$ cat config.mk
export PLATFORM = sky130hd
export DESIGN_NAME = wav_header_parser_unit
export DESIGN_NICKNAME = d
export VERILOG_FILES = /design/src/rtl/wavp_pkg.sv /design/src/rtl/wavp_in_reg.sv /design/src/rtl/wavp_parse.sv /design/src/rtl/wavp_out_reg.sv /design/src/rtl/wav_header_parser_unit.sv
export SDC_FILE = /design/constraint.sdc
export NUM_CORES = 1
export LEC_CHECK = 0
export BUFFER_PORTS_ARGS = -buffer_cell sky130_fd_sc_hd__buf_2
export CAP_MARGIN = 10
export CELL_PAD_IN_SITES_DETAIL_PLACEMENT = 2
export CELL_PAD_IN_SITES_GLOBAL_PLACEMENT = 2
export CORE_MARGIN = 2
export CORE_UTILIZATION = 29
export CTS_BUF_LIST = sky130_fd_sc_hd__clkbuf_8
export CTS_CLUSTER_SIZE = 16
export DETAILED_ROUTE_END_ITERATION = 10
export GPL_TIMING_DRIVEN = 0
export HOLD_SLACK_MARGIN = 0.1
export PLACE_DENSITY = 0.65
export SETUP_SLACK_MARGIN = 0.15
export SLEW_MARGIN = 15
export SYNTH_ARGS = -nofsm -noshare
export SYNTH_HDL_FRONTEND = slang
export SYNTH_SLANG_ARGS = --single-unit
$ cat constraint.sdc
create_clock -name clk -period 16.2 [get_ports clk]
set_input_delay 1.62 -clock clk [delete_from_list [all_inputs] [get_ports clk]]
set_output_delay 1.62 -clock clk [all_outputs]
set_load 0.01 [all_outputs]
$ cat src/rtl/wavp_pkg.sv
// Shared types and constants for the WAV header parser.
// No dependencies; imported by every module of the block.
`default_nettype none

package wavp_pkg;

    // Chunk tags as read little-endian into a 32-bit word
    localparam logic [31:0] TAG_RIFF = 32'h4646_4952;
    localparam logic [31:0] TAG_WAVE = 32'h4556_4157;
    localparam logic [31:0] TAG_DATA = 32'h6174_6164;
    localparam logic [31:0] TAG_FMT  = 32'h2074_6d66;

    // Fixed format checks and header sizes
    localparam logic [15:0] PCM_CODE      = 16'd1;
    localparam logic [15:0] PCM_BITS      = 16'd16;
    localparam logic [15:0] CHAN_MONO     = 16'd1;
    localparam logic [15:0] CHAN_STEREO   = 16'd2;
    localparam logic [31:0] FMT_BASE_SIZE = 32'd16;
    localparam logic [31:0] RIFF_HDR_LEN  = 32'd8;

    // Field widths in bytes
    localparam logic [2:0] HALF_BYTES = 3'd2;
    localparam logic [2:0] WORD_BYTES = 3'd4;

    // Result status codes
    localparam logic [2:0] ST_OK        = 3'd0;
    localparam logic [2:0] ST_NOT_RIFF  = 3'd1;
    localparam logic [2:0] ST_NOT_WAVE  = 3'd2;
    localparam logic [2:0] ST_NO_DATA   = 3'd3;
    localparam logic [2:0] ST_BAD_COMP  = 3'd4;
    localparam logic [2:0] ST_BAD_BITS  = 3'd5;
    localparam logic [2:0] ST_BAD_CHAN  = 3'd6;

    // One input beat
    typedef struct packed {
        logic [7:0] data_byte;
        logic       first_byte;
    } in_beat_t;

    // One result beat
    typedef struct packed {
        logic [2:0]  status;
        logic [15:0] format_tag;
        logic [15:0] channel_count;
        logic [31:0] sample_freq;
        logic [31:0] bytes_per_sec;
        logic [15:0] frame_size;
        logic [15:0] sample_bits;
        logic [31:0] data_offset;
        logic [31:0] data_length;
        logic [31:0] riff_total;
        logic        size_mismatch;
    } result_t;

endpackage

`default_nettype wire

$ cat src/rtl/wavp_in_reg.sv
// Input register for the WAV header parser: holds one byte beat.
// Depends on wavp_pkg for the beat type.
`default_nettype none

module wavp_in_reg
    import wavp_pkg::*;
(
    input  wire logic     clk,
    input  wire logic     rst_n,
    input  wire logic     in_valid,
    input  wire in_beat_t in_beat,
    output logic          in_stall,
    input  wire logic     advance,
    output logic          beat_valid,
    output in_beat_t      beat
);

    logic     valid_reg;
    in_beat_t beat_reg;

    // Hold the beat while the parser cannot take it
    assign in_stall   = valid_reg && !advance;
    assign beat_valid = valid_reg;
    assign beat       = beat_reg;

    // Track occupancy
    always_ff @(posedge clk or negedge rst_n)
    begin
        if (!rst_n)
        begin
            valid_reg <= 1'b0;
        end
        else if (!in_stall)
        begin
            valid_reg <= in_valid;
        end
    end

    // Capture payload on accept
    always_ff @(posedge clk)
    begin
        if (in_valid && !in_stall)
        begin
            beat_reg <= in_beat;
        end
    end

endmodule

`default_nettype wire

$ cat src/rtl/wavp_parse.sv
// Parse step of the WAV header parser: phase, counters and format fields,
// updated once per byte. Depends on wavp_pkg for tags, codes and types.
`default_nettype none

module wavp_parse
    import wavp_pkg::*;
(
    input  wire logic     clk,
    input  wire logic     rst_n,
    input  wire logic     step_en,
    input  wire in_beat_t beat,
    input  wire logic [31:0] file_length,
    output logic          res_valid,
    output result_t       res
);

    typedef enum logic [3:0] {
        PH_RIFF, PH_RSIZE, PH_WAVE, PH_ID, PH_DSIZE, PH_JSIZE, PH_SKIP,
        PH_FSIZE, PH_COMP, PH_CHAN, PH_RATE, PH_BRATE, PH_ALIGN, PH_BITS,
        PH_EXTRA
    } phase_t;

    phase_t      phase_reg, phase_next;
    logic [31:0] pos_reg, pos_next;
    logic [2:0]  cnt_reg, cnt_next;
    logic [31:0] gather_reg, gather_next;
    logic [32:0] skip_reg, skip_next;
    logic [31:0] limit_reg, limit_next;
    logic [31:0] fsize_reg, fsize_next;
    logic [15:0] comp_reg, comp_next;
    logic [15:0] chan_reg, chan_next;
    logic [31:0] rate_reg, rate_next;
    logic [31:0] brate_reg, brate_next;
    logic [15:0] align_reg, align_next;
    logic [15:0] bits_reg, bits_next;
    logic        done_reg, done_next;

    logic        emit;
    logic [2:0]  emit_status;
    logic [31:0] emit_offset;
    logic [31:0] emit_length;

    // One byte of parsing
    always_comb
    begin
        logic        start_skip;
        logic        at_boundary;
        logic [32:0] skip_len;
        logic [31:0] word;
        logic [2:0]  need;
        logic [31:0] total;

        start_skip  = 1'b0;
        at_boundary = 1'b0;
        skip_len    = '0;
        word        = '0;
        need        = WORD_BYTES;
        total       = '0;

        emit        = 1'b0;
        emit_status = ST_OK;
        emit_offset = '0;
        emit_length = '0;

        // Restart on the first byte of a file
        if (beat.first_byte)
        begin
            phase_next  = PH_RIFF;
            pos_next    = '0;
            cnt_next    = '0;
            gather_next = '0;
            skip_next   = '0;
            limit_next  = '0;
            fsize_next  = '0;
            comp_next   = '0;
            chan_next   = '0;
            rate_next   = '0;
            brate_next  = '0;
            align_next  = '0;
            bits_next   = '0;
            done_next   = 1'b0;
        end
        else
        begin
            phase_next  = phase_reg;
            pos_next    = pos_reg;
            cnt_next    = cnt_reg;
            gather_next = gather_reg;
            skip_next   = skip_reg;
            limit_next  = limit_reg;
            fsize_next  = fsize_reg;
            comp_next   = comp_reg;
            chan_next   = chan_reg;
            rate_next   = rate_reg;
            brate_next  = brate_reg;
            align_next  = align_reg;
            bits_next   = bits_reg;
            done_next   = done_reg;
        end

        if (!done_next)
        begin
            pos_next = pos_next + 32'd1;

            if (phase_next == PH_SKIP)
            begin
                // Count down the skipped bytes
                if (skip_next != '0)
                begin
                    skip_next = skip_next - 33'd1;
                end
                at_boundary = (skip_next == '0);
            end
            else
            begin
                // Gather the field little-endian
                if (phase_next == PH_COMP || phase_next == PH_CHAN ||
                    phase_next == PH_ALIGN || phase_next == PH_BITS ||
                    phase_next == PH_EXTRA)
                begin
                    need = HALF_BYTES;
                end
                gather_next = gather_next
                    | ({24'd0, beat.data_byte} << {cnt_next[1:0], 3'b000});
                cnt_next = cnt_next + 3'd1;

                if (cnt_next >= need)
                begin
                    word        = gather_next;
                    gather_next = '0;
                    cnt_next    = '0;

                    unique case (phase_next)
                        PH_RIFF:
                        begin
                            if (word != TAG_RIFF)
                            begin
                                emit        = 1'b1;
                                emit_status = ST_NOT_RIFF;
                            end
                            else
                            begin
                                phase_next = PH_RSIZE;
                            end
                        end
                        PH_RSIZE:
                        begin
                            limit_next = word + RIFF_HDR_LEN;
                            phase_next = PH_WAVE;
                        end
                        PH_WAVE:
                        begin
                            if (word != TAG_WAVE)
                            begin
                                emit        = 1'b1;
                                emit_status = ST_NOT_WAVE;
                            end
                            else
                            begin
                                at_boundary = 1'b1;
                            end
                        end
                        PH_ID:
                        begin
                            if (word == TAG_DATA)
                            begin
                                phase_next = PH_DSIZE;
                            end
                            else if (word == TAG_FMT)
                            begin
                                phase_next = PH_FSIZE;
                            end
                            else
                            begin
                                phase_next = PH_JSIZE;
                            end
                        end
                        PH_DSIZE:
                        begin
                            // Validate format; first failing check wins
                            emit        = 1'b1;
                            emit_offset = pos_next;
                            emit_length = word;
                            if (comp_next != PCM_CODE)
                            begin
                                emit_status = ST_BAD_COMP;
                            end
                            else if (bits_next != PCM_BITS)
                            begin
                                emit_status = ST_BAD_BITS;
                            end
                            else if (chan_next != CHAN_MONO && chan_next != CHAN_STEREO)
                            begin
                                emit_status = ST_BAD_CHAN;
                            end
                            else
                            begin
                                emit_status = ST_OK;
                            end
                        end
                        PH_JSIZE:
                        begin
                            // Skip an unknown chunk, padded to even
                            start_skip = 1'b1;
                            skip_len   = {1'b0, word} + {32'd0, word[0]};
                        end
                        PH_FSIZE:
                        begin
                            fsize_next = word;
                            phase_next = PH_COMP;
                        end
                        PH_COMP:
                        begin
                            comp_next  = word[15:0];
                            phase_next = PH_CHAN;
                        end
                        PH_CHAN:
                        begin
                            chan_next  = word[15:0];
                            phase_next = PH_RATE;
                        end
                        PH_RATE:
                        begin
                            rate_next  = word;
                            phase_next = PH_BRATE;
                        end
                        PH_BRATE:
                        begin
                            brate_next = word;
                            phase_next = PH_ALIGN;
                        end
                        PH_ALIGN:
                        begin
                            align_next = word[15:0];
                            phase_next = PH_BITS;
                        end
                        PH_BITS:
                        begin
                            bits_next = word[15:0];
                            if (fsize_next > FMT_BASE_SIZE)
                            begin
                                phase_next = PH_EXTRA;
                            end
                            else
                            begin
                                start_skip = 1'b1;
                                skip_len   = {32'd0, fsize_next[0]};
                            end
                        end
                        PH_EXTRA:
                        begin
                            // Skip the extension and the odd pad byte
                            start_skip = 1'b1;
                            skip_len   = {1'b0, word} + {32'd0, fsize_next[0]};
                        end
                        default:
                        begin
                            emit        = 1'b1;
                            emit_status = ST_NO_DATA;
                        end
                    endcase
                end
            end

            // Load a skip; an empty one ends the chunk at once
            if (start_skip)
            begin
                skip_next = skip_len;
                if (skip_len == '0)
                begin
                    at_boundary = 1'b1;
                end
                else
                begin
                    phase_next = PH_SKIP;
                end
            end

            // Chunk boundary: walk on or end with no data chunk
            if (at_boundary)
            begin
                if (pos_next >= limit_next)
                begin
                    emit        = 1'b1;
                    emit_status = ST_NO_DATA;
                end
                else
                begin
                    phase_next = PH_ID;
                end
            end

            if (emit)
            begin
                done_next = 1'b1;
            end
        end

        // Build the result beat
        total = (emit_status == ST_NOT_RIFF) ? '0 : limit_next;
        res.status        = emit_status;
        res.format_tag    = comp_next;
        res.channel_count = chan_next;
        res.sample_freq   = rate_next;
        res.bytes_per_sec = brate_next;
        res.frame_size    = align_next;
        res.sample_bits   = bits_next;
        res.data_offset   = emit_offset;
        res.data_length   = emit_length;
        res.riff_total    = total;
        res.size_mismatch = (emit_status != ST_NOT_RIFF) && (total != file_length);
    end

    assign res_valid = step_en && emit;

    // Parser state
    always_ff @(posedge clk or negedge rst_n)
    begin
        if (!rst_n)
        begin
            phase_reg  <= PH_RIFF;
            pos_reg    <= '0;
            cnt_reg    <= '0;
            gather_reg <= '0;
            skip_reg   <= '0;
            limit_reg  <= '0;
            fsize_reg  <= '0;
            comp_reg   <= '0;
            chan_reg   <= '0;
            rate_reg   <= '0;
            brate_reg  <= '0;
            align_reg  <= '0;
            bits_reg   <= '0;
            done_reg   <= 1'b0;
        end
        else if (step_en)
        begin
            phase_reg  <= phase_next;
            pos_reg    <= pos_next;
            cnt_reg    <= cnt_next;
            gather_reg <= gather_next;
            skip_reg   <= skip_next;
            limit_reg  <= limit_next;
            fsize_reg  <= fsize_next;
            comp_reg   <= comp_next;
            chan_reg   <= chan_next;
            rate_reg   <= rate_next;
            brate_reg  <= brate_next;
            align_reg  <= align_next;
            bits_reg   <= bits_next;
            done_reg   <= done_next;
        end
    end

endmodule

`default_nettype wire

$ cat src/rtl/wavp_out_reg.sv
// Result register for the WAV header parser: holds one result beat.
// Depends on wavp_pkg for the result type.
`default_nettype none

module wavp_out_reg
    import wavp_pkg::*;
(
    input  wire logic    clk,
    input  wire logic    rst_n,
    input  wire logic    res_valid,
    input  wire result_t res,
    output logic         take,
    output logic         out_valid,
    input  wire logic    out_stall,
    output result_t      out_res
);

    logic    valid_reg;
    result_t res_reg;

    // Free when empty or when the held beat leaves this cycle
    assign take      = !valid_reg || !out_stall;
    assign out_valid = valid_reg;
    assign out_res   = res_reg;

    always_ff @(posedge clk or negedge rst_n)
    begin
        if (!rst_n)
        begin
            valid_reg <= 1'b0;
        end
        else if (take)
        begin
            valid_reg <= res_valid;
        end
    end

    always_ff @(posedge clk)
    begin
        if (take && res_valid)
        begin
            res_reg <= res;
        end
    end

endmodule

`default_nettype wire

$ cat src/rtl/wav_header_parser_unit.sv
// WAV header parser, top level: input register, parse step, result register.
// A byte held in the input register is parsed combinationally and its result
// registered in the result register. Throughput: one byte per cycle, set by
// the combinational parse step; stalls only while the result is held.
// Reset (rst_n, async, active low) clears the parse state and file_length and
// empties both registers; a file may start right after reset.
`default_nettype none

module wav_header_parser_unit
    import wavp_pkg::*;
(
    input  wire logic        clk,
    input  wire logic        rst_n,
    // Configuration write
    input  wire logic        cfg_valid,
    output logic             cfg_ready,
    input  wire logic [31:0] cfg_data,
    // Byte input
    input  wire logic        in_valid,
    output logic             in_stall,
    input  wire logic [7:0]  data_byte,
    input  wire logic        first_byte,
    // Result output
    output logic             out_valid,
    input  wire logic        out_stall,
    output logic [2:0]       status,
    output logic [15:0]      format_tag,
    output logic [15:0]      channel_count,
    output logic [31:0]      sample_freq,
    output logic [31:0]      bytes_per_sec,
    output logic [15:0]      frame_size,
    output logic [15:0]      sample_bits,
    output logic [31:0]      data_offset,
    output logic [31:0]      data_length,
    output logic [31:0]      riff_total,
    output logic             size_mismatch
);

    logic [31:0] file_length_reg;
    in_beat_t    in_beat;
    in_beat_t    beat;
    logic        beat_valid;
    logic        take;
    logic        advance;
    logic        res_valid;
    result_t     res;
    result_t     out_res;

    // Configuration register, always ready
    assign cfg_ready = 1'b1;

    always_ff @(posedge clk or negedge rst_n)
    begin
        if (!rst_n)
        begin
            file_length_reg <= '0;
        end
        else if (cfg_valid && cfg_ready)
        begin
            file_length_reg <= cfg_data;
        end
    end

    assign in_beat.data_byte  = data_byte;
    assign in_beat.first_byte = first_byte;

    // Step the parser when a byte is held and the result slot is free
    assign advance = beat_valid && take;

    wavp_in_reg u_in_reg (
        .clk        (clk),
        .rst_n      (rst_n),
        .in_valid   (in_valid),
        .in_beat    (in_beat),
        .in_stall   (in_stall),
        .advance    (advance),
        .beat_valid (beat_valid),
        .beat       (beat)
    );

    wavp_parse u_parse (
        .clk         (clk),
        .rst_n       (rst_n),
        .step_en     (advance),
        .beat        (beat),
        .file_length (file_length_reg),
        .res_valid   (res_valid),
        .res         (res)
    );

    wavp_out_reg u_out_reg (
        .clk       (clk),
        .rst_n     (rst_n),
        .res_valid (res_valid),
        .res       (res),
        .take      (take),
        .out_valid (out_valid),
        .out_stall (out_stall),
        .out_res   (out_res)
    );

    // Unpack the result beat
    assign status        = out_res.status;
    assign format_tag    = out_res.format_tag;
    assign channel_count = out_res.channel_count;
    assign sample_freq   = out_res.sample_freq;
    assign bytes_per_sec = out_res.bytes_per_sec;
    assign frame_size    = out_res.frame_size;
    assign sample_bits   = out_res.sample_bits;
    assign data_offset   = out_res.data_offset;
    assign data_length   = out_res.data_length;
    assign riff_total    = out_res.riff_total;
    assign size_mismatch = out_res.size_mismatch;

endmodule

`default_nettype wire
==> run summary, run 1 <==
worst flop-to-flop path startpoint = u_in_reg.beat[0]
H-tree depth = 3
Antenna Nets Post-Route = 0
asr flop ratio synth = 58.3%
number of fill cells in the layout = 11.5k
Max Fclk = 74.3 MHz
setup TNS = 0 ns
Placed Area = 0.0331 sq mm
Ys Warns = 0
die area = 0.105 sq mm
final hold slack = 0.474 ns
initial antenna violation count = 2
clk buf depth = 3
drt wl/cell = 27.6 microns
Lkg Pwr = 14.7 nW
Crit Path Max Fanout = 54
CP endpoint kind = flop
Synth Flop Type = dfrtp_1
crit-path max cell delay = 0.89 ns
first-pass GRT wire length = 207 mm
register-to-register setup slack = 2.75 ns
Post-CTS Resized = 0
DR pass1 iterations = 5
vias in the first global route = 29.4k
CTS tree = done
Worst slew margin = 15.6%
max reg flops = 228
power per cell area = 127 mW/mm^2
number of nets in the layout = 3,731
peak supply drop = 0.0581 mV
critical path required time = 16.64 ns
vias per cell = 5.46
Synth Cell Area = 0.0297 sq mm
Crit path arrival time = 13.89 ns
placer congestion estimate = 0.946
final setup fails = 0
Die Y = 324 microns
register area = 0.0154 sq mm
CP startpoint kind = flop
CTS Sinks = 568
I/O pins = 277
Die W = 324 microns
synthesized flop and latch total = 568
Worst Skew = 0.0567 ns
Residual DRC = 0
DR vias = 27.9k
Cell variety after synth = 97
Hold Crit Class = flop to flop
outcome = complete, no violations
register area share after synthesis = 51.9%
Worst Max-Slew Pin Slew = 1.27 ns
Tmin final = 13.45 ns
CTS root buf = clkbuf_8
Worst-path clk slew = 0.07 ns
worst min-delay path endpoint = u_parse.bits_reg[4]
Worst path slowest cell = clkbuf_1
largest net degree at the start of global routing = 82
CTS Hold Buffers Added = 0
post-CTS setup buffer count = 0
WHS Path Cells = 2
syn nets = 3,339
final HPWL from detailed placement = 105 mm
Post-synth EDFFs = 237
area growth from synthesis to layout = 19.2%
MaxCap Viol Count = 0
RSZ-0062 raised after global routing = no
Clk Latency, worst-skew pair = 0.78 ns
Multi-input gate area = 0.0132 sq mm
GRT Total Usage = 26.8%
Final Max Tran Viols = 0
Final Hold Fails = 0
total wire length = 141 mm
CTS buffer count = 104
share of cells above drive strength 1 = 15.3%
initial drt markers = 1,947
Mapped Avg Cell Area = 9.13 sq um
Starting Density = 29.2%
total core area = 0.102 sq mm
Rows = 117
port bufs = 274
GRT Residual Overflow = 0
Mapped Cells = 3,253
RR Endpoint = u_out_reg.out_res[18]
hold_sp = u_parse.bits_reg[4]
post-route cell area = 0.0354 sq mm
Final Cycle Share = 83.0%
FF-to-FF path depth = 35
Setup CP Type = flop to flop
==> worst max-delay path: cells and delay by family, from the launching register on <==
kind / cells / cell delay [ns]
buffers and inverters: 17 / 7.31
and+or+nand+nor: 7 / 2.45
AOI/OAI and AO/OA: 8 / 1.89
adders and majority gates: 2 / 0.66
DFF: 1 / 0.37
xor gates and xnor gates: 1 / 0.19
==> cell families (layout without fill, tap and decap cells) <==
family          Yosys count  after routing  share of synthesized area, %
compound gates          720            720                          14.7
other cells               1              3                        0.0126
simple gates           1500           1500                          23.3
fa+ha+maj                40             40                          1.69
flops                   568            568                          51.9
mux                      48             48                          1.78
buf+inv                 279            763                          3.76
xor+xnor                 97             97                          2.86
==> power by group <==
group | internal [W] | leakage [nW] | switching, W
Sequential | 0.00160 | 6.75 | 0.000108
Combinational | 0.000324 | 6.72 | 0.000954
Clock | 0.000829 | 1.24 | 0.000685
==> synth_stat cells (7+ instances only) <==
library cell  instances  area [sq um]
o2111ai_1             7          61.3
o21ai_0             354          1770
or4_1                18           135
a22oi_1              12          90.1
o21a_1               16           120
ha_1                 40           500
o31ai_1              16           120
nor4b_1               9          78.8
o221ai_1             10          87.6
o22ai_1              16           100
buf_1                32           120
and3_1               22           138
nor2_1              301          1130
a22o_1               18           158
nor2b_1              35           219
and2_1               11          68.8
o21ai_1              11          55.1
o32ai_1               9          78.8
nand2b_1             10          62.6
a31oi_1              27           169
xnor2_1              75           657
xor2_1               22           193
nor4_1               54           338
mux2_2               39           439
nand2_1             662          2480
edfxtp_1            237          7120
a21o_1               19           143
nand4_1              34           213
inv_1                43           161
a21oi_1             107           536
mux2i_1               9          90.1
o211ai_1             13          97.6
and4_1                8          70.1
or3_1                17           106
dfrtp_1             331          8280
clkbuf_1            175           657
or2_2                17           106
a221oi_1              7          61.3
a211oi_1             14           105
and3b_1              17           149
nand3_1             179           896
buf_2                19          95.1
nor3_1               67           335
==> per-layer routing <==
metal / vias to the layer above / routed length [microns] / global-route usage, %
met5: - / 0 / 0
met4: 0 / 6280 / 11.5
met3: 241 / 6100 / 3.33
met2: 814 / 66800 / 44.3
met1: 14400 / 61800 / 35.3
li1: 12400 / - / -
==> area by class of cell <==
cell class	instances	share of cell area, %
flip-flops and latches	568	43.5
multi-input cells	2406	37.4
well taps	1368	4.84
clock buffers	124	4.82
repair buffers	286	4.66
plain buffers	235	2.70
clock inverters	74	1.63
inverters	44	0.467
diodes	2	0.0141
==> worst max-delay path by stage <==
stage	start	end	slack, ns
after floorplan	u_in_reg.beat[0]	u_out_reg.out_res[0]	4.23
after global placement	u_in_reg.beat[0]	u_out_reg.out_res[10]	-3.50
after detailed placement	u_in_reg.beat[0]	u_out_reg.out_res[18]	2.98
after CTS	u_in_reg.beat[0]	u_out_reg.out_res[18]	2.85
after global routing	u_in_reg.beat[0]	u_out_reg.out_res[18]	2.38
final	u_in_reg.beat[0]	u_out_reg.out_res[18]	2.75
==> placed cells by master (no fill, tap or decap), drive strengths merged, types with 27 or more instances in the layout <==
master,count
nand2,663
a21oi,109
nor2,302
inv,73
o21ai,366
nor3,69
nor4,59
ha,40
xnor2,75
nand4,34
edfxtp,237
a31oi,27
nand3,180
buf,346
nor2b,35
clkbuf,299
clkinv,30
dfrtp,331
mux2,39
==> through the flow <==
step	total power, W	util [%]	setup slack [ns]	cells
finish	0.00450	34.8	2.75	5107
global route	0.00470	34.8	2.38	5106
CTS	0.00453	34.8	2.85	5105
detailed placement	0.00299	32.6	2.98	4907
global placement	0.00298	32.3	-3.50	4895
floorplan	0.00238	-	4.23	3253
Power figures use the tool's default switching activity.
==> run 2, diff against run 1 <==
- clock period: 16.2 -> 13.8 ns (I/O delays scaled with it)
==> run summary, run 2 (synthesis results as in run 1) <==
power per cell area = 149 mW/mm^2 (+17%)
die area = 0.105 sq mm (unchanged)
port bufs = 274 (unchanged)
Multi-input gate area = 0.0132 sq mm (unchanged)
placer congestion estimate = 0.946 (unchanged)
vias per cell = 5.46 (about the same)
CP endpoint kind = flop
Crit path arrival time = 13.35 ns (-0.54 ns)
share of cells above drive strength 1 = 15.3% (+0.031 points)
outcome = complete, no violations
Cells after DPL = 4,907 (unchanged)
cell repeated most along the worst path = buf_2
final setup fails = 0 (unchanged)
max reg flops = 228 (unchanged)
first-pass GRT wire length = 207 mm (unchanged)
vias in the first global route = 29.4k (unchanged)
Rows = 117 (unchanged)
Post-CTS Resized = 0 (unchanged)
Starting Density = 29.2% (unchanged)
final HPWL from detailed placement = 105 mm (unchanged)
GRT Total Usage = 26.8% (unchanged)
area growth from synthesis to layout = 19.2% (about the same)
Worst-path clk slew = 0.07 ns (about the same)
power share of the combinational group = 28.4% (about the same)
Die W = 324 microns (unchanged)
Worst path slowest cell = buf_1
Die Y = 324 microns (unchanged)
Worst Skew = 0.0591 ns (+0.00241 ns)
H-tree depth = 3 (unchanged)
total wire length = 141 mm (-0.18%)
most frequent cells in the layout = nand2_1 (662), o21ai_0 (353), dfrtp_1 (331)
clk buf depth = 3 (unchanged)
Antenna Nets Post-Route = 0 (unchanged)
RSZ-0062 raised after global routing = no
CTS Sinks = 568 (unchanged)
Hold Crit Class = flop to flop
crit-path max cell delay = 0.85 ns (-0.04 ns)
I/O pins = 277 (unchanged)
CP startpoint kind = flop
Final Hold Fails = 0 (unchanged)
critical path required time = 14.25 ns (-2.39 ns)
number of nets in the layout = 3,730 (-0.027%)
setup TNS = 0 ns (unchanged)
total chip power = 0.00529 W (+17%)
Final Cycle Share = 93.5% (+10 points)
switching part of the total = 38.8% (about the same)
register-to-register setup slack = 0.90 ns (-1.85 ns)
total core area = 0.102 sq mm (unchanged)
DR pass1 iterations = 5 (unchanged)
CTS tree = done
Final Max Tran Viols = 0 (unchanged)
CTS buffer count = 104 (unchanged)
Tmin final = 12.90 ns (-0.549 ns)
Max Fclk = 77.5 MHz (+4.3%)
register area = 0.0154 sq mm (unchanged)
Clk Latency, worst-skew pair = 0.79 ns (about the same)
post-CTS setup buffer count = 0 (unchanged)
CTS root buf = clkbuf_8
post-route non-filler standard cell count = 5,106 (-0.020%)
MaxCap Viol Count = 0 (unchanged)
commonest non-fill, non-tap cell in the layout = nand2_1
Crit Path Max Fanout = 54 (unchanged)
initial drt markers = 2,041 (+4.8%)
Internal Power = 0.00324 W (+17%)
initial antenna violation count = 2 (unchanged)
GRT Residual Overflow = 0 (unchanged)
Worst slew margin = 14.6% (-0.98 points)
Setup CP Type = flop to flop
sequential power share = 38.0% (about the same)
Worst Max-Slew Pin Slew = 1.28 ns (+0.0148 ns)
number of fill cells in the layout = 11.5k (-0.035%)
Net Switching = 0.00205 W (+17%)
DR vias = 27.9k (-0.068%)
drt wl/cell = 27.6 microns (-0.16%)
CTS Hold Buffers Added = 0 (unchanged)
Residual DRC = 0 (unchanged)
largest net degree at the start of global routing = 82 (unchanged)
Lkg Pwr = 14.7 nW (about the same)
peak supply drop = 0.0682 mV (+17%)
Clk pwr share = 33.6% (about the same)
[run 2: cell types whose count changed in the layout (fill, tap and decap cells not counted)]
cell             before  now
clkbuf_1            172  169
clkdlybuf4s15_1       0    2
buf_1                32   31
clkbuf_2              3    4
[run 2: through the flow]
step / hold slack [ns] / worst slack, ns / utilization [%] / area, sq um
global placement: 0.455 / -5.90 / 32.3 / 32800
floorplan: 0.438 / 1.83 / - / 29700
global route: 0.495 / 0.461 / 34.8 / 35400
finish: 0.474 / 0.899 / 34.8 / 35400
CTS: 0.482 / 0.447 / 34.8 / 35400
detailed placement: 0.465 / 0.582 / 32.6 / 33100
[run 2: final timing paths]
kind,startpoint,to,cells past startpoint
min in group asynchronous,rst_n,u_parse.pos_reg[18],1
setup / recovery,u_in_reg.beat[0],u_out_reg.out_res[18],33
setup reg to reg,u_in_reg.beat[0],u_out_reg.out_res[18],33
max in group asynchronous,rst_n,u_parse.brate_reg[14],3
hold / removal,u_parse.bits_reg[4],u_parse.bits_reg[4],2
hold reg to reg,u_parse.bits_reg[4],u_parse.bits_reg[4],2
[run 2: cell type report]
class / count / area share, %
timing repair buffer: 286 / 4.66
buffer: 234 / 2.72
multi-input combinational: 2406 / 37.4
tap: 1368 / 4.83
sequential: 568 / 43.5
clock inverter: 74 / 1.63
clock buffer: 124 / 4.82
antenna: 2 / 0.0141
inverter: 44 / 0.466
[run 2: worst max-delay path, delay by kind of cell, from the launching register on]
family,cells,cell delay [ns]
adder cells (fa/ha/maj),3,0.91
flip-flops,1,0.33
buffers and inverters,14,6.62
XOR/XNOR,1,0.22
AND/OR/NAND/NOR,7,2.37
AO/OA/AOI/OAI,8,1.86
[run 2: power groups by stage]
stage / clock network (W) / registers (W) / logic [W]
floorplan: 0 / 0.00202 / 0.000777
global placement: 0 / 0.00206 / 0.00144
detailed placement: 0 / 0.00204 / 0.00148
CTS: 0.00183 / 0.00201 / 0.00148
global route: 0.00190 / 0.00202 / 0.00159
finish: 0.00178 / 0.00201 / 0.00150
[run 2: routing by layer]
layer / wire length (microns) / global-route usage (%) / up-vias
li1: - / - / 12400
met1: 61500 / 35.3 / 14400
met2: 66900 / 44.3 / 823
met3: 6290 / 3.33 / 225
met4: 6040 / 11.5 / 0
met5: 0 / 0 / -
